## src/hdl/mll_pkg.sv

```systemverilog
// shared types, constants and token codes for the lexer
package mll_pkg;

  localparam int MaxTokenLenDefault = 64;

  localparam logic [3:0] KIND_EOF   = 4'd0;
  localparam logic [3:0] KIND_END   = 4'd1;
  localparam logic [3:0] KIND_READ  = 4'd2;
  localparam logic [3:0] KIND_WRITE = 4'd3;
  localparam logic [3:0] KIND_BEGIN = 4'd4;
  localparam logic [3:0] KIND_ID    = 4'd5;
  localparam logic [3:0] KIND_RPAR  = 4'd6;
  localparam logic [3:0] KIND_PLUS  = 4'd7;
  localparam logic [3:0] KIND_MINUS = 4'd8;
  localparam logic [3:0] KIND_INT   = 4'd9;
  localparam logic [3:0] KIND_SEMI  = 4'd10;
  localparam logic [3:0] KIND_COMMA = 4'd11;
  localparam logic [3:0] KIND_ASSIGN = 4'd12;
  localparam logic [3:0] KIND_LPAR  = 4'd13;
  localparam logic [3:0] KIND_FLOAT = 4'd14;
  localparam logic [3:0] KIND_ERROR = 4'd15;

  localparam logic [2:0] ERR_NONE     = 3'd0;
  localparam logic [2:0] ERR_FOLLOWER = 3'd1;
  localparam logic [2:0] ERR_POINT    = 3'd2;
  localparam logic [2:0] ERR_COLON    = 3'd3;
  localparam logic [2:0] ERR_UNKNOWN  = 3'd4;

  typedef struct packed {
    logic [3:0]  token_kind;
    logic [2:0]  error_code;
    logic [15:0] line;
    logic [11:0] column;
    logic [6:0]  length;
    logic        last_of_run;
  } token_t;

  // room for three tokens from one character, packed in order; the front end fills at most two
  typedef struct packed {
    logic [1:0] count;
    token_t     tok0;
    token_t     tok1;
    token_t     tok2;
  } bundle_t;

endpackage

```

## src/hdl/mll_if.sv

```systemverilog
// valid/ready channel interfaces for characters and tokens
interface mll_char_if;
  logic       valid;
  logic       ready;
  logic [7:0] character;
  logic       end_of_input;
  modport source (output valid, character, end_of_input, input ready);
  modport sink (input valid, character, end_of_input, output ready);
endinterface

interface mll_tok_if;
  import mll_pkg::*;
  logic   valid;
  logic   ready;
  token_t tok;
  modport source (output valid, tok, input ready);
  modport sink (input valid, tok, output ready);
endinterface

```

## src/hdl/mll_front.sv

```systemverilog
// front end: scan state machine, turns one character into a bundle of tokens
module mll_front import mll_pkg::*; #(
  parameter int MAX_TOKEN_LEN = MaxTokenLenDefault
) (
  input  logic       clk,
  input  logic       rst_n,
  input  logic       step,
  input  logic [7:0] character,
  input  logic       end_of_input,
  output bundle_t    bundle
);

  localparam int LenCapI = (MAX_TOKEN_LEN < 127) ? MAX_TOKEN_LEN : 127;
  localparam logic [6:0] LenCap = 7'(LenCapI);

  typedef enum logic [3:0] {
    S_IDLE, S_IDENT, S_INT, S_FRAC, S_EXPI, S_EXPF, S_COLON, S_MINUS, S_COMMENT
  } scan_t;

  scan_t       state_r, state_nxt;
  logic [6:0]  len_r, len_nxt;
  logic [3:0]  cand_r, cand_nxt;
  logic [15:0] line_r, line_nxt;
  logic [11:0] col_r, col_nxt;
  logic [11:0] tcol_r, tcol_nxt;

  // keyword letters by position: BEGIN, END, READ, WRITE
  function automatic logic [7:0] kw_char(input int k, input logic [2:0] p);
    logic [7:0] r;
    r = 8'h00;
    case (k)
      0: case (p) 3'd0: r = "B"; 3'd1: r = "E"; 3'd2: r = "G"; 3'd3: r = "I";
                  3'd4: r = "N"; default: r = 8'h00; endcase
      1: case (p) 3'd0: r = "E"; 3'd1: r = "N"; 3'd2: r = "D";
                  default: r = 8'h00; endcase
      2: case (p) 3'd0: r = "R"; 3'd1: r = "E"; 3'd2: r = "A"; 3'd3: r = "D";
                  default: r = 8'h00; endcase
      3: case (p) 3'd0: r = "W"; 3'd1: r = "R"; 3'd2: r = "I"; 3'd3: r = "T";
                  3'd4: r = "E"; default: r = 8'h00; endcase
      default: r = 8'h00;
    endcase
    return r;
  endfunction

  function automatic logic [3:0] narrow(input logic [3:0] cand, input logic [6:0] pos,
                                        input logic [7:0] c);
    logic [3:0] r;
    r = cand;
    for (int k = 0; k < 4; k++) begin
      if (pos > 7'd4 || kw_char(k, pos[2:0]) != c || kw_char(k, pos[2:0]) == 8'h00) begin
        r[k] = 1'b0;
      end
    end
    return r;
  endfunction

  logic is_alpha, is_digit, is_space, is_follow;
  always_comb begin
    is_alpha = (character inside {[8'h41:8'h5A]}) || (character inside {[8'h61:8'h7A]});
    is_digit = character inside {[8'h30:8'h39]};
    is_space = (character == 8'h20) || (character inside {[8'd9:8'd13]});
    is_follow = is_space || (character inside {"=", "+", "-", "/", ";", "*", "(", ")", ","});
  end

  token_t     toks [3];
  logic [1:0] n;

  always_comb begin
    logic [3:0] kind;
    logic [11:0] ecol;
    logic do_flush, do_dispatch, do_extend;
    logic [6:0] blen;
    logic [3:0] bcand;
    logic [15:0] lcur;
    state_nxt = state_r;
    len_nxt = len_r;
    cand_nxt = cand_r;
    line_nxt = line_r;
    col_nxt = col_r;
    tcol_nxt = tcol_r;
    n = 2'd0;
    for (int i = 0; i < 3; i++) toks[i] = '0;
    do_flush = 1'b0;
    do_dispatch = 1'b0;
    do_extend = 1'b0;
    kind = KIND_ID;
    blen = 7'd0;
    bcand = 4'hF;
    lcur = line_r;
    ecol = (col_r < 12'd4095) ? col_r + 12'd1 : 12'd4095;

    if (end_of_input) begin
      do_flush = 1'b1;
    end else begin
      col_nxt = ecol;
      case (state_r)
        S_IDENT: begin
          if (is_alpha || is_digit || character == "_") do_extend = 1'b1;
          else begin do_flush = 1'b1; do_dispatch = 1'b1; end
        end
        S_INT, S_FRAC, S_EXPI, S_EXPF: begin
          if (is_digit) do_extend = 1'b1;
          else if (character == "." && state_r == S_INT) begin
            do_extend = 1'b1; state_nxt = S_FRAC;
          end else if (character == "e" && state_r == S_INT) begin
            do_extend = 1'b1; state_nxt = S_EXPI;
          end else if (character == "e" && state_r == S_FRAC) begin
            do_extend = 1'b1; state_nxt = S_EXPF;
          end else if (is_follow) begin
            do_flush = 1'b1; do_dispatch = 1'b1;
          end else begin
            do_flush = 1'b1;
          end
        end
        S_COLON: begin
          if (character != "=") begin do_flush = 1'b1; do_dispatch = 1'b1; end
        end
        S_MINUS: begin
          if (character != "-") begin do_flush = 1'b1; do_dispatch = 1'b1; end
        end
        S_COMMENT: ;
        default: do_dispatch = 1'b1;
      endcase
    end

    if (do_extend) begin
      cand_nxt = narrow(cand_r, len_r, character);
      len_nxt = (len_r < LenCap) ? len_r + 7'd1 : len_r;
    end

    // pending token out first
    if (do_flush) begin
      for (int k = 0; k < 4; k++) begin
        if (cand_r[k] && len_r == ((k == 1) ? 7'd3 : (k == 2) ? 7'd4 : 7'd5)) begin
          kind = (k == 0) ? KIND_BEGIN : (k == 1) ? KIND_END : (k == 2) ? KIND_READ : KIND_WRITE;
        end
      end
      case (state_r)
        S_IDENT: begin
          toks[0] = '{kind, ERR_NONE, line_r, tcol_r, len_r, 1'b0}; n = 2'd1;
        end
        S_INT, S_EXPI: begin
          toks[0] = '{KIND_INT, ERR_NONE, line_r, tcol_r, len_r, 1'b0}; n = 2'd1;
        end
        S_FRAC, S_EXPF: begin
          toks[0] = '{KIND_FLOAT, ERR_NONE, line_r, tcol_r, len_r, 1'b0}; n = 2'd1;
        end
        S_COLON: begin
          toks[0] = '{KIND_ERROR, ERR_COLON, line_r, tcol_r, 7'd1, 1'b0}; n = 2'd1;
        end
        S_MINUS: begin
          toks[0] = '{KIND_MINUS, ERR_NONE, line_r, tcol_r, 7'd1, 1'b0}; n = 2'd1;
        end
        default: ;
      endcase
      state_nxt = S_IDLE;
    end

    if (end_of_input) begin
      toks[n] = '{KIND_EOF, ERR_NONE, line_r, ecol, 7'd0, 1'b0};
      n = n + 2'd1;
      state_nxt = S_IDLE;
      len_nxt = 7'd0;
      cand_nxt = 4'hF;
      line_nxt = 16'd1;
      col_nxt = 12'd0;
      tcol_nxt = 12'd0;
    end else if (state_r inside {S_INT, S_FRAC, S_EXPI, S_EXPF} && do_flush && !do_dispatch)
    begin
      toks[n] = '{KIND_ERROR,
                  (character == "." && state_r != S_EXPI) ? ERR_POINT : ERR_FOLLOWER,
                  line_r, ecol, 7'd1, 1'b0};
      n = n + 2'd1;
    end else if (state_r == S_COLON && character == "=") begin
      toks[0] = '{KIND_ASSIGN, ERR_NONE, line_r, tcol_r, 7'd2, 1'b0};
      n = 2'd1;
      state_nxt = S_IDLE;
    end else if (state_r == S_MINUS && character == "-") begin
      state_nxt = S_COMMENT;
    end else if (state_r == S_COMMENT) begin
      if (character == 8'h0A) begin
        line_nxt = (line_r < 16'hFFFF) ? line_r + 16'd1 : line_r;
        col_nxt = 12'd0;
        state_nxt = S_IDLE;
      end
    end else if (do_dispatch) begin
      state_nxt = S_IDLE;
      lcur = line_r;
      if (character == 8'h0A) begin
        line_nxt = (line_r < 16'hFFFF) ? line_r + 16'd1 : line_r;
        col_nxt = 12'd0;
      end else if (is_space) begin
      end else if (is_alpha || is_digit || character == ":" || character == "-") begin
        state_nxt = is_alpha ? S_IDENT : is_digit ? S_INT : (character == ":") ? S_COLON
                  : S_MINUS;
        tcol_nxt = ecol;
        bcand = narrow(4'hF, 7'd0, character);
        blen = 7'd1;
        len_nxt = blen;
        cand_nxt = bcand;
      end else begin
        case (character)
          "(": kind = KIND_LPAR;
          ")": kind = KIND_RPAR;
          ";": kind = KIND_SEMI;
          ",": kind = KIND_COMMA;
          "+": kind = KIND_PLUS;
          default: kind = KIND_ERROR;
        endcase
        toks[n] = '{kind, (kind == KIND_ERROR) ? ERR_UNKNOWN : ERR_NONE, lcur, ecol, 7'd1,
                    1'b0};
        n = n + 2'd1;
      end
    end

    if (n != 2'd0) toks[n - 2'd1].last_of_run = 1'b1;
  end

  assign bundle = '{n, toks[0], toks[1], toks[2]};

  always_ff @(posedge clk) begin
    if (!rst_n) begin
      state_r <= S_IDLE;
      len_r <= 7'd0;
      cand_r <= 4'hF;
      line_r <= 16'd1;
      col_r <= 12'd0;
      tcol_r <= 12'd0;
    end else if (step) begin
      state_r <= state_nxt;
      len_r <= len_nxt;
      cand_r <= cand_nxt;
      line_r <= line_nxt;
      col_r <= col_nxt;
      tcol_r <= tcol_nxt;
    end
  end

endmodule

```

## src/hdl/mll_queue.sv

```systemverilog
// small fifo of token bundles between scanner and output
module mll_queue import mll_pkg::*; (
  input  logic    clk,
  input  logic    rst_n,
  input  logic    push,
  input  bundle_t push_data,
  input  logic    pop,
  output bundle_t head,
  output logic    not_empty,
  output logic    not_full
);

  localparam int Depth = 4;

  bundle_t    mem_r [Depth];
  logic [1:0] wp_r, rp_r;
  logic [2:0] cnt_r;

  assign not_empty = cnt_r != 3'd0;
  assign not_full = cnt_r != 3'(Depth);
  assign head = mem_r[rp_r];

  always_ff @(posedge clk) begin
    if (push) mem_r[wp_r] <= push_data;
    if (!rst_n) begin
      wp_r <= 2'd0;
      rp_r <= 2'd0;
      cnt_r <= 3'd0;
    end else begin
      if (push) wp_r <= wp_r + 2'd1;
      if (pop) rp_r <= rp_r + 2'd1;
      cnt_r <= cnt_r + 3'(push) - 3'(pop);
    end
  end

endmodule

```

## src/hdl/mll_back.sv

```systemverilog
// back end: unrolls a bundle into single tokens on the output channel
module mll_back import mll_pkg::*; (
  input  logic    clk,
  input  logic    rst_n,
  input  bundle_t head,
  input  logic    head_valid,
  output logic    pop,
  mll_tok_if.source out_ch
);

  logic [1:0] idx_r;
  token_t     cur;

  always_comb begin
    case (idx_r)
      2'd0: cur = head.tok0;
      2'd1: cur = head.tok1;
      default: cur = head.tok2;
    endcase
  end

  assign out_ch.valid = head_valid;
  assign out_ch.tok = cur;
  assign pop = head_valid && out_ch.ready && (idx_r + 2'd1 == head.count);

  always_ff @(posedge clk) begin
    if (!rst_n) idx_r <= 2'd0;
    else if (pop) idx_r <= 2'd0;
    else if (head_valid && out_ch.ready) idx_r <= idx_r + 2'd1;
  end

endmodule

```

## src/hdl/micro_language_lexer_unit.sv

```systemverilog
// top level of the character-stream lexer
// Takes one character per cycle; each character is scanned in the cycle it is
// accepted and its tokens (zero to two) go into a four-entry queue. The output
// side hands out one token per cycle while the output is ready, so a character
// that makes several tokens holds the output for each of them in turn; input is
// held off only when the queue is full. No clearing pass after reset.
module micro_language_lexer_unit import mll_pkg::*; #(
  parameter int MAX_TOKEN_LEN = MaxTokenLenDefault
) (
  input logic clk,
  input logic rst_n,
  mll_char_if.sink  in_ch,
  mll_tok_if.source out_ch
);

  bundle_t    bundle, head;
  logic       step, push, pop, q_ne, q_nf;

  assign in_ch.ready = q_nf;
  assign step = in_ch.valid && q_nf;
  assign push = step && (bundle.count != 2'd0);

  mll_front #(.MAX_TOKEN_LEN(MAX_TOKEN_LEN)) u_front (
    .clk, .rst_n, .step, .character(in_ch.character),
    .end_of_input(in_ch.end_of_input), .bundle
  );

  mll_queue u_queue (
    .clk, .rst_n, .push, .push_data(bundle), .pop, .head,
    .not_empty(q_ne), .not_full(q_nf)
  );

  mll_back u_back (.clk, .rst_n, .head, .head_valid(q_ne), .pop, .out_ch);

  a_eof_last: assert property (@(posedge clk) disable iff (!rst_n)
    step && in_ch.end_of_input |-> push) else $error("eof gave no token");
  a_pop_ne: assert property (@(posedge clk) disable iff (!rst_n)
    pop |-> q_ne) else $error("pop from empty queue");
  a_no_push_full: assert property (@(posedge clk) disable iff (!rst_n)
    push |-> q_nf) else $error("push into full queue");

endmodule
```

## src/flat_wrapper.sv

```systemverilog
// flat-port wrapper written by rule: the top's interface ports become plain ports
module micro_language_lexer_unit_flat import mll_pkg::*;
#(
  parameter int MAX_TOKEN_LEN = MaxTokenLenDefault
)
  (clk, rst_n, in_ch_valid, in_ch_character, in_ch_end_of_input, in_ch_ready, out_ch_valid, out_ch_tok, out_ch_ready);
  mll_char_if in_ch_i ();
  mll_tok_if out_ch_i ();
  input logic clk;
  input logic rst_n;
  input wire logic [$bits(in_ch_i.valid)-1:0] in_ch_valid;
  input wire logic [$bits(in_ch_i.character)-1:0] in_ch_character;
  input wire logic [$bits(in_ch_i.end_of_input)-1:0] in_ch_end_of_input;
  output wire logic [$bits(in_ch_i.ready)-1:0] in_ch_ready;
  output wire logic [$bits(out_ch_i.valid)-1:0] out_ch_valid;
  output wire logic [$bits(out_ch_i.tok)-1:0] out_ch_tok;
  input wire logic [$bits(out_ch_i.ready)-1:0] out_ch_ready;
  assign in_ch_i.valid = in_ch_valid;
  assign in_ch_i.character = in_ch_character;
  assign in_ch_i.end_of_input = in_ch_end_of_input;
  assign in_ch_ready = in_ch_i.ready;
  assign out_ch_valid = out_ch_i.valid;
  assign out_ch_tok = out_ch_i.tok;
  assign out_ch_i.ready = out_ch_ready;
  micro_language_lexer_unit #(.MAX_TOKEN_LEN(MAX_TOKEN_LEN)) u_core (.clk(clk), .rst_n(rst_n), .in_ch(in_ch_i), .out_ch(out_ch_i));
endmodule
```

## config.mk

```make
export PLATFORM = sky130hd
export DESIGN_NAME = micro_language_lexer_unit_flat
export DESIGN_NICKNAME = d
export VERILOG_FILES = /design/src/hdl/mll_pkg.sv /design/src/hdl/mll_if.sv /design/src/hdl/mll_front.sv /design/src/hdl/mll_queue.sv /design/src/hdl/mll_back.sv /design/src/hdl/micro_language_lexer_unit.sv /design/src/flat_wrapper.sv
export SDC_FILE = /design/constraint.sdc
export NUM_CORES = 1
export LEC_CHECK = 0
export BUFFER_PORTS_ARGS = -buffer_cell sky130_fd_sc_hd__buf_2
export CAP_MARGIN = 20
export CORE_UTILIZATION = 36
export DETAILED_ROUTE_END_ITERATION = 12
export SETUP_SLACK_MARGIN = 0.05
export SYNTH_ARGS = -nofsm -noshare
export SYNTH_HDL_FRONTEND = slang
export SYNTH_SLANG_ARGS = --single-unit
```

## constraint.sdc

```tcl
create_clock -name clk -period 5 [get_ports clk]
set_input_delay 0.5 -clock clk [delete_from_list [all_inputs] [get_ports clk]]
set_output_delay 0.5 -clock clk [all_outputs]
set_load 0.02 [all_outputs]
```

After elaboration in Yosys (flattened, before gate mapping):

Memories as Yosys holds them, arrays and structs flattened. A register that Yosys moved wholly into a read port is not among the register bits.
Cells that the tools add are included.

* flip-flop bits (word level): 64
* bits in latches: 0
* bits in writable memories: 524
* bits in read-only memories: 0
* bits of input ports: 13
* output and inout port bits: 45
* logic and storage cells: 350
* memories: 1

* add/subtract/negate cells: 10
* multipliers: 0
* divide/modulo/power cells: 0
* order comparisons: 16
* equal/unequal tests: 51
* shifts and indexed selects: 0
* mux-type cells: 193
* bitwise operators: 3
* reduce and logical (&&, ||, !) cells: 66

Memories
* u_core.u_queue.mem_r: depth 4, bits a word 131, rd ports 1, clocked after Yosys merged registers in 1, write ports 1, RTL line mll_queue.sv:15 `bundle_t mem_r [Depth];`

Operators by type and width (number)
* 129-bit two-way mux: 9
* 129-bit bitwise mux: 4
* 8-bit two-way mux: 40
* 43-bit one-hot mux with 5 select lines: 1
* 12-bit two-way mux: 17
* 43-bit demux with 2-bit select: 2
* 4-bit two-way mux: 35
* 43-bit two-way mux: 3
* 16-bit two-way mux: 8
* 8-bit by 6-bit == test with 1-bit output, second input constant: 12
* 86-bit two-way mux: 1
* 43-bit one-hot mux with 2 select lines: 1
* 7-bit two-way mux: 11
* 7-bit one-hot mux with 5 select lines: 2
* 8-bit zero test: 8
* 8-bit inequality test: 8
* 1-bit two-way mux: 35
* 7-bit one-hot mux with 4 select lines: 1
* 2-bit two-way mux: 12
* 1-bit logical AND: 22
* 7-bit one-hot mux with 3 select lines: 1
* 4-bit one-hot mux with 5 select lines: 1
* 1-bit logical OR: 19
* 3-bit two-way mux: 6
* other kinds (53): 80

Logic depth before layout (Yosys ltp):

Gate-level depths: netlist of run 1.

* word-level depth: 31
* depth in mapped cells: 19
* mapped depth without buffers: 16

Modules after synthesis:

Synthesis of run 1 repeated with hierarchy kept, for this count alone.

* cells, all modules: 1639
* area total of the unflattened synthesis: 25658.4 um^2

By module, submodules not included
* mll_queue: instances 1, cells each 728, area each 19352.3 um^2, seq. area each 15915.3 um^2
* mll_front: instances 1, cells each 750, area each 5375.2 um^2, seq. area each 1101.1 um^2
* mll_back: instances 1, cells each 159, area each 914.6 um^2, seq. area each 40.0 um^2
* micro_language_lexer_unit: instances 1, cells each 2, area each 16.3 um^2, seq. area each 0.0 um^2

Worst setup path before layout of run 1:

OpenSTA, ideal clock, no wires.

* kind: input port to flip-flop
* from: in in_ch_character[4]
* to: mem u_core.u_queue.mem_r[1][0] (netlist bit), enable pin
* library setup time: 0.451 ns
* arrival time: 4.980 ns
* data required time: 4.549 ns
* setup slack: -0.430 ns
* stages on the path: 10
* path buffers: 2
* path through: buf_6 > or4b_4 > or4_4 > a31oi_1 > o211ai_2 > buf_2 > ha_1 > o21ai_0 > a41oi_2 > and2_1

* word-level cells in the longest chain between the ends: 23
* elaborated cells on any way between the ends: 76
* those cells by class: 1 x add/sub; 8 x order compare; 17 x eq/ne; 28 x mux; 22 x reduce/logical

Ends and longest elaborated chain
* from (decl): RTL line flat_wrapper.sv:12 `input wire logic [$bits(in_ch_i.character)-1:0] in_ch_character;`
* 8-bit by 7-bit >= comparator with 1-bit output (tied with other cells): RTL line mll_front.sv:59 `is_alpha = (character inside {[8'h41:8'h5A]}) || (character inside {[8'h61:8'h7A]});`
* 1-bit logical AND, on equally long branches: RTL line mll_front.sv:59, mll_front.sv:107
* 1-bit logical OR or 1-bit two-way mux (tied branches): RTL line mll_front.sv:59, mll_front.sv:107
* 1-bit logical OR or 1-bit two-way mux (tied branches): RTL line mll_front.sv:98, mll_front.sv:193, mll_front.sv:105
* 1-bit logical OR or 1-bit two-way mux (tied branches): RTL line mll_front.sv:98, mll_front.sv:103
* 1-bit two-way mux, on equally long branches: RTL line mll_front.sv:98, mll_front.sv:102
* 1-bit one-hot mux with 4 select lines: RTL line mll_front.sv:96 `case (state_r)`
* 1-bit two-way mux: RTL line mll_front.sv:92 `if (end_of_input) begin`
* [... 7 more ...]
* 2-bit two-way mux: RTL line mll_front.sv:178 `end else if (state_r == S_MINUS && character == "-") begin`
* 2-bit two-way mux: RTL line mll_front.sv:174 `end else if (state_r == S_COLON && character == "=") begin`
* 2-bit two-way mux: RTL line mll_front.sv:168 `end else if (state_r inside {S_INT, S_FRAC, S_EXPI, S_EXPF} && do_flush && !do_dispatch)`
* 2-bit two-way mux (*): RTL line mll_front.sv:159 `if (end_of_input) begin`
* 2-bit nonzero test (*): RTL line micro_language_lexer_unit.sv:21 `assign push = step && (bundle.count != 2'd0);`
* 1-bit logical AND (*): RTL line micro_language_lexer_unit.sv:21
* 1-bit two-way mux (*): RTL line mll_queue.sv:24 `if (push) mem_r[wp_r] <= push_data;`
* 1-bit two-way mux (not written as such) (*): RTL line mll_queue.sv:24
* to (decl): RTL line mll_queue.sv:15

Mark *: on every way between the ends. The rest lies on a longest branch, timed or not.

Worst setup path in the final report of run 1:

* from: reg u_core.u_front.state_r[1]
* to: reg u_core.u_queue.cnt_r[2]

* word-level cells in the longest chain between the ends: 23
* elaborated cells on any way between the ends: 47
* those cells by class: 3 x add/sub; 8 x eq/ne; 23 x mux; 13 x reduce/logical

Ends and longest elaborated chain
* from (decl): RTL line mll_front.sv:20 `scan_t state_r, state_nxt;`
* from (signal assigned): RTL line mll_front.sv:230 `state_r <= state_nxt;`
* 4-bit by 2-bit == test with 1-bit output
* 1-bit logical AND: RTL line mll_front.sv:107 `end else if (character == "e" && state_r == S_FRAC) begin`
* 1-bit two-way mux: RTL line mll_front.sv:107
* 1-bit two-way mux: RTL line mll_front.sv:105 `end else if (character == "e" && state_r == S_INT) begin`
* 1-bit two-way mux: RTL line mll_front.sv:103 `else if (character == "." && state_r == S_INT) begin`
* 1-bit two-way mux: RTL line mll_front.sv:102 `if (is_digit) do_extend = 1'b1;`
* 1-bit one-hot mux with 4 select lines: RTL line mll_front.sv:96
* 1-bit two-way mux: RTL line mll_front.sv:92
* [... 7 more ...]
* 2-bit two-way mux: RTL line mll_front.sv:178
* 2-bit two-way mux: RTL line mll_front.sv:174
* 2-bit two-way mux: RTL line mll_front.sv:168
* 2-bit two-way mux (*): RTL line mll_front.sv:159
* 2-bit nonzero test (*): RTL line micro_language_lexer_unit.sv:21
* 1-bit logical AND (*): RTL line micro_language_lexer_unit.sv:21
* 3-bit by 1-bit adder with 3-bit output (*): RTL line mll_queue.sv:32 `cnt_r <= cnt_r + 3'(push) - 3'(pop);`
* 3-bit by 1-bit subtractor with 3-bit output (*): RTL line mll_queue.sv:32
* to (signal assigned): RTL line mll_queue.sv:32
* to (decl): RTL line mll_queue.sv:17 `logic [2:0] cnt_r;`

Marked as above.
A chain may end at the register's enable or synchronous reset.

==> key figures, run 1 <==
Outcome
  • Status: complete, no violations

Clocking
  • Clk buf depth: 3
  • Clock H-tree levels: 2
  • CTS Buf Count: 43
  • Post-CTS Setup Bufs: 0
  • CTS tree: done
  • Root buf cell: clkbuf_16
  • Reg clk slew, reported paths: 0.06 ns
  • PostCTS Resize Cnt: 0
  • CTS Sinks: 398
  • Post-CTS Hold Buffers: 0
  • Worst skew pair latency: 0.56 ns

Global routing
  • Vias in the first global route: 10.8k
  • Gr usage total: 0.170
  • Initial antenna violation count: 1
  • Global route overflow: 0
  • First-pass GRT wire length: 64600 um
  • Largest net degree at the start of global routing: 84

Placed design
  • Dpl ws: 0.624 ns
  • GPL Wtd Cong: 0.857
  • Placed Cells incl. Taps: 1892
  • # port buffers: 57
  • Post-DP HPWL: 26900 um

Layout
  • Non-Filler Instances: 1971
  • Nets: 1303
  • Register area: 11300 um^2
  • Area of the multi-input gates: 6110 um^2
  • Syn-to-layout area delta: 14.4%
  • Fill count: 4484
  • Proportion of layout cells with a drive suffix above 1: 0.201
  • ANT cells: 0
  • Post-layout util: 0.416

Synthesis
  • Yosys reg bits: 398
  • YS warnings: 0
  • Post-synth EDFFs: 332
  • Top cells by count, synth: edfxtp_1 (332), nand2_1 (84), mux4_2 (83)
  • Asr flop ratio synth: 0
  • Syn_nets: 1253
  • Dominant synthesized flop cell: edfxtp_1
  • Avg Cell Area, Syn: 14.5 um^2
  • Share of the synthesized area in the top cell type: 0.561
  • Biggest area consumer among synthesized cells: edfxtp_1
  • Synth Instances: 1223
  • Synth unique cells: 87
  • Register area share after synthesis: 0.636
  • Count leader, synth: edfxtp_1
  • Area contributors post-synth: edfxtp_1 (56%), mux4_2 (11%), dfxtp_1 (7.4%), a22o_1 (2.2%), nand2_1 (1.8%)
  • Post-Syn Area: 17800 um^2

Critical path
  • CP Capture Type: flop
  • Critical Path Start Type: flop
  • CP required: 5.45 ns
  • Cell Chain, Critical Path: or4b_2 -> or4_4 -> a31oi_1 -> o211ai_2 -> ha_1 -> o21ai_0 -> a41oi_2 -> inv_1 -> ha_1 -> inv_1 -> ha_1 -> fa_1 -> xnor2_1 -> xnor2_1 -> and2_1
  • Crit-path most repeated cell: ha_1
  • CP Max Fanout: 13
  • WP data arrival: 4.68 ns
  • Critical-path top delay cell: or4b_2
  • WS Path Type: reg2reg
  • Max incr delay on CP: 0.64 ns

Floorplanning
  • Rows: 81
  • Core box area: 48800 um^2
  • Num ports: 58
  • Initial core utilization: 0.364
  • Die Area: 50200 um^2
  • Die Ht: 224 um
  • Die W: 224 um

STA
  • Endpoints failing setup: 0
  • Skew final: 0.0177 ns
  • Period Utilization, post-route: 0.845
  • F_max: 237 MHz
  • Final Max Tran Viols: 0
  • RSZ-0062 raised after global routing: no
  • Min Hold Slack: 0.247 ns
  • Final Hold Vio Count: 0
  • Worst rel slew slack: 0.306
  • Worst-Margin Slew: 1.04 ns
  • Period minus WS final: 4.23 ns
  • Setup ws final: 0.773 ns
  • Setup TNS: 0 ns

Routing
  • DR WL/cell: 21.5 um
  • Drt pass-1 iters: 6
  • DR iter-0 viols: 838
  • DRC errors left: 0
  • DRT Wirelength: 42400 um
  • Vias/cell: 5.42
  • Vias: 10.7k
  • Final ANT Viol Nets: 0

Pwr
  • LEAKAGE: 0.00658 uW
  • Pwr Density: 441 nW/um^2
  • Max IR drop VDD: 213 uV

Min path
  • Hold Crit Class: in2reg

Flow run
  • Max_cap viols: 0
final timing paths:
check	cells after the start	to	slack (ns)	from
max	15	u_core.u_queue.cnt_r[2]	0.77	u_core.u_front.state_r[1]
min	3	u_core.u_back.idx_r[1]	0.25	out_ch_ready
max reg2reg	15	u_core.u_queue.cnt_r[2]	0.77	u_core.u_front.state_r[1]
min reg2reg	2	u_core.u_back.idx_r[1]	0.46	u_core.u_back.idx_r[1]
worst max-delay path: cells and delay by family, from the launching register on:
family | cells | cell delay, ns
AOI/OAI and AO/OA | 4 | 0.71
xor gates and xnor gates | 2 | 0.28
adders and majority gates | 4 | 1.18
buffers and inverters | 2 | 0.11
DFF | 1 | 0.56
and+or+nand+nor | 3 | 1.27
logic make-up after synthesis:
group	count (synthesis)	synth area share
AO/OA/AOI/OAI	226	0.0951
XOR/XNOR	35	0.0173
multiplexers	89	0.109
buffers and inverters	95	0.0219
flip-flops	398	0.636
adder cells (fa/ha/maj)	17	0.0124
AND/OR/NAND/NOR	363	0.109
power by group:
part,leakage [uW],internal (uW),switching (uW)
logic,0.00226,722,1120
clock network,0.000720,2010,1260
registers,0.00360,3790,63.7
total,0.00658,6520,2450
layout make-up:
class / count / share of cell area
clock buffer: 63 / 0.0622
clock inverter: 16 / 0.0102
inverter: 18 / 0.00332
multi-input combinational: 730 / 0.300
sequential: 398 / 0.556
tap: 664 / 0.0409
timing repair buffer: 82 / 0.0270
metal layers:
layer	global-route usage	up-vias	part of all wire
li1	-	4903	-
met1	0.228	5472	0.45
met2	0.288	253	0.49
met3	0.0212	64	0.040
met4	0.0504	0	0.019
met5	0	-	0
flip-flops by register name (all words and copies together), names as in the netlist, named ones only:
signal,cells
u_core.u_front.tcol_r,12
u_core.u_queue.wp_r,2
u_core.u_queue.rp_r,2
u_core.u_front.len_r,7
u_core.u_queue.cnt_r,3
u_core.u_back.idx_r,2
u_core.u_queue.mem_r,332
u_core.u_front.col_r,12
u_core.u_front.cand_r,4
u_core.u_front.line_r,16
u_core.u_front.state_r,4
metrics by stage:
step,total power (uW),cell area (um^2)
after floorplan,5170,17800
after global routing,9320,20300
after CTS,9090,20300
final,8970,20300
after global placement,5790,18900
after detailed placement,5810,18900
layout by cell type, fill, tap and decap left out, types with 7 or more instances in the layout:
cell	synthesis	layout
edfxtp_1	332	332
nand2_1	84	84
mux4_2	83	83
dfxtp_1	66	64
nor2_1	58	58
buf_2	13	57
clkbuf_16	0	46
a22o_1	45	45
o21ai_0	42	42
and2_1	42	38
nor2b_1	34	34
nor3_1	30	30
nand3_1	29	29
a21oi_1	29	29
buf_4	2	19
xor2_1	18	18
inv_1	17	17
xnor2_1	17	17
a21boi_0	17	17
ha_1	16	14
nor4_1	12	12
clkbuf_1	45	12
nand4_1	11	11
a22oi_1	10	10
or3_1	9	9
nor4b_1	8	8
and3_1	7	7
No activity file was read; power rests on OpenSTA's default activity.
==> inputs of run 2 (changes only) <==
clock period = 4.31 ns   (was 5 ns; I/O delays follow)
==> key figures, run 2 (same netlist as run 1, synthesis figures left out) <==
STA
  • Skew final: 0.0162 ns (was 0.0177 ns)
  • RSZ-0062 raised after global routing: no (unchanged)
  • Worst-Margin Slew: 1.03 ns (was 1.04 ns)
  • Worst rel slew slack: 0.313 (was 0.306)
  • Period minus WS final: 4.06 ns (was 4.23 ns)
  • Min Hold Slack: 0.203 ns (was 0.247 ns)
  • Endpoints failing setup: 0 (unchanged)
  • Setup ws final: 0.251 ns (was 0.773 ns)
  • Final Hold Vio Count: 0 (unchanged)
  • Final Max Tran Viols: 0 (unchanged)
  • F_max: 246 MHz (was 237 MHz)
  • Period Utilization, post-route: 0.942 (was 0.845)

Layout
  • Largest register FFs: 332 (unchanged)
  • Proportion of layout cells with a drive suffix above 1: 0.212 (was 0.201)
  • Largest registers: u_core.u_queue.mem_r: 332 flops, u_core.u_front.line_r: 16 flops (unchanged)
  • Most common cell after layout, fill and taps aside: edfxtp_1 (unchanged)
  • ANT cells: 0 (unchanged)
  • Syn-to-layout area delta: 14.5% (was 14.4%)
  • Most frequent cells in the layout: edfxtp_1 (332), nand2_1 (84), mux4_2 (83) (unchanged)
  • Nets: 1322 (was 1303)
  • Non-Filler Instances: 1988 (was 1971)
  • Fill count: 4447 (was 4484)
  • Register bank with the most flops: u_core.u_queue.mem_r (unchanged)
  • Fin area: 20300 um^2 (about the same)

Min path
  • Hold Crit Class: in2reg (unchanged)
  • Hold wc startpoint: out_ch_ready (unchanged)
  • Hold Path Depth: 3 (unchanged)
  • WHS Endpoint: u_core.u_back.idx_r[1] (unchanged)

Clocking
  • CTS tree: done (unchanged)
  • PostCTS Resize Cnt: 0 (unchanged)
  • Post-CTS Setup Bufs: 0 (unchanged)
  • CTS Buf Count: 42 (was 43)
  • Post-CTS Hold Buffers: 0 (unchanged)
  • Root buf cell: clkbuf_16 (unchanged)
  • Clock H-tree levels: 2 (unchanged)
  • Reg clk slew, reported paths: 0.06 ns (about the same)
  • Clk buf depth: 3 (unchanged)
  • CTS Sinks: 398 (unchanged)
  • Worst skew pair latency: 0.55 ns (was 0.56 ns)

Placed design
  • GPL Wtd Cong: 0.881 (was 0.857)
  • Post-DP HPWL: 27100 um (was 26900 um)
  • Dpl ws: 0.206 ns (was 0.624 ns)
  • Area post-placement: 19000 um^2 (was 18900 um^2)
  • Placed Cells incl. Taps: 1912 (was 1892)
  • # port buffers: 57 (unchanged)

Global routing
  • First-pass GRT wire length: 64800 um (was 64600 um)
  • Gr usage total: 0.169 (was 0.170)
  • Largest net degree at the start of global routing: 63 (was 84)
  • Global route overflow: 0 (unchanged)
  • Initial antenna violation count: 0 (was 1)
  • Vias in the first global route: 10.9k (was 10.8k)

Pwr
  • LEAKAGE: 0.00663 uW (was 0.00658 uW)
  • Tot Pwr: 10100 uW (was 8970 uW)
  • Pwr Density: 498 nW/um^2 (was 441 nW/um^2)
  • Max IR drop VDD: 232 uV (was 213 uV)

Floorplanning
  • Die Ht: 224 um (unchanged)
  • Rows: 81 (unchanged)
  • Die W: 224 um (unchanged)
  • Num ports: 58 (unchanged)
  • Core box area: 48800 um^2 (unchanged)
  • Die Area: 50200 um^2 (unchanged)
  • Initial core utilization: 0.364 (unchanged)

Critical path
  • CP required: 4.74 ns (was 5.45 ns)
  • Critical Path Start Type: flop (unchanged)
  • Reg2Reg Setup Slack: 0.25 ns (was 0.77 ns)
  • Reg2Reg Depth: 15 (unchanged)
  • WP data arrival: 4.49 ns (was 4.68 ns)
  • WS Path Type: reg2reg (unchanged)
  • CP Max Fanout: 3 (was 13)
  • Worst reg2reg path startpoint: u_core.u_front.state_r[3] (was u_core.u_front.state_r[1])
  • CP Capture Type: flop (unchanged)
  • R2R Path End: u_core.u_queue.cnt_r[2] (unchanged)

Routing
  • DR iter-0 viols: 906 (was 838)
  • DRT Wirelength: 42100 um (was 42400 um)
  • Drt pass-1 iters: 6 (unchanged)
  • Vias: 10.8k (was 10.7k)
  • Final ANT Viol Nets: 0 (unchanged)
  • Vias/cell: 5.44 (was 5.42)
  • DR WL/cell: 21.2 um (was 21.5 um)
  • DRC errors left: 0 (unchanged)

Flow run
  • Max_cap viols: 0 (unchanged)

Outcome
  • Status: complete, no violations (unchanged)
[run 2: how the worst max path moves through the flow]
stage / slack (ns) / start / to
5_1_grt: 0.09 / u_core.u_front.state_r[3] / u_core.u_queue.cnt_r[2]
2_1_floorplan: -0.07 / u_core.u_front.state_r[3] / u_core.u_queue.mem_r[0][0]
6_report: 0.25 / u_core.u_front.state_r[3] / u_core.u_queue.cnt_r[2]
3_3_place_gp: 0.24 / in_ch_character[6] / u_core.u_queue.cnt_r[2]
4_1_cts: 0.22 / u_core.u_front.state_r[3] / u_core.u_queue.cnt_r[2]
3_5_place_dp: 0.21 / in_ch_character[6] / u_core.u_queue.cnt_r[2]
[run 2: area by class of cell]
class / instances / area [um^2] / share of cell area
tap: 664 / 831 / 0.0408
sequential: 398 / 11300 / 0.555
clock inverter: 9 / 57.6 / 0.00283
inverter: 18 / 67.6 / 0.00332
multi-input combinational: 730 / 6110 / 0.300
timing repair buffer: 102 / 671 / 0.0330
clock buffer: 67 / 1310 / 0.0644
[run 2: metal layers]
metal | track usage | share of wire | vias up
li1 | - | - | 4956
met1 | 0.222 | 0.44 | 5543
met2 | 0.286 | 0.49 | 260
met3 | 0.0289 | 0.044 | 62
met4 | 0.0521 | 0.024 | 0
met5 | 0 | 0 | -
[run 2: critical path, stage by stage, from the launching register on]
cell,delay [ns]
dfxtp_1,0.31
or4b_2,0.67
or4_4,0.58
a31oi_2,0.23
o211ai_2,0.14
ha_1,0.32
o21ai_0,0.12
a41oi_2,0.21
inv_1,0.07
ha_1,0.27
inv_1,0.04
ha_1,0.18
fa_1,0.37
xnor2_1,0.21
xnor2_1,0.08
and2_1,0.15
[run 2: where the power goes]
group	internal, uW	switching [uW]	total (uW)
registers	4400	72.4	4470
logic	852	1290	2140
clock network	2090	1430	3520
[run 2: metrics by stage]
step | util | TNS, ns
5_1_grt | 0.417 | 0
3_3_place_gp | 0.388 | 0
2_1_floorplan | - | -22.33
4_1_cts | 0.416 | 0
3_5_place_dp | 0.388 | 0
6_report | 0.417 | 0
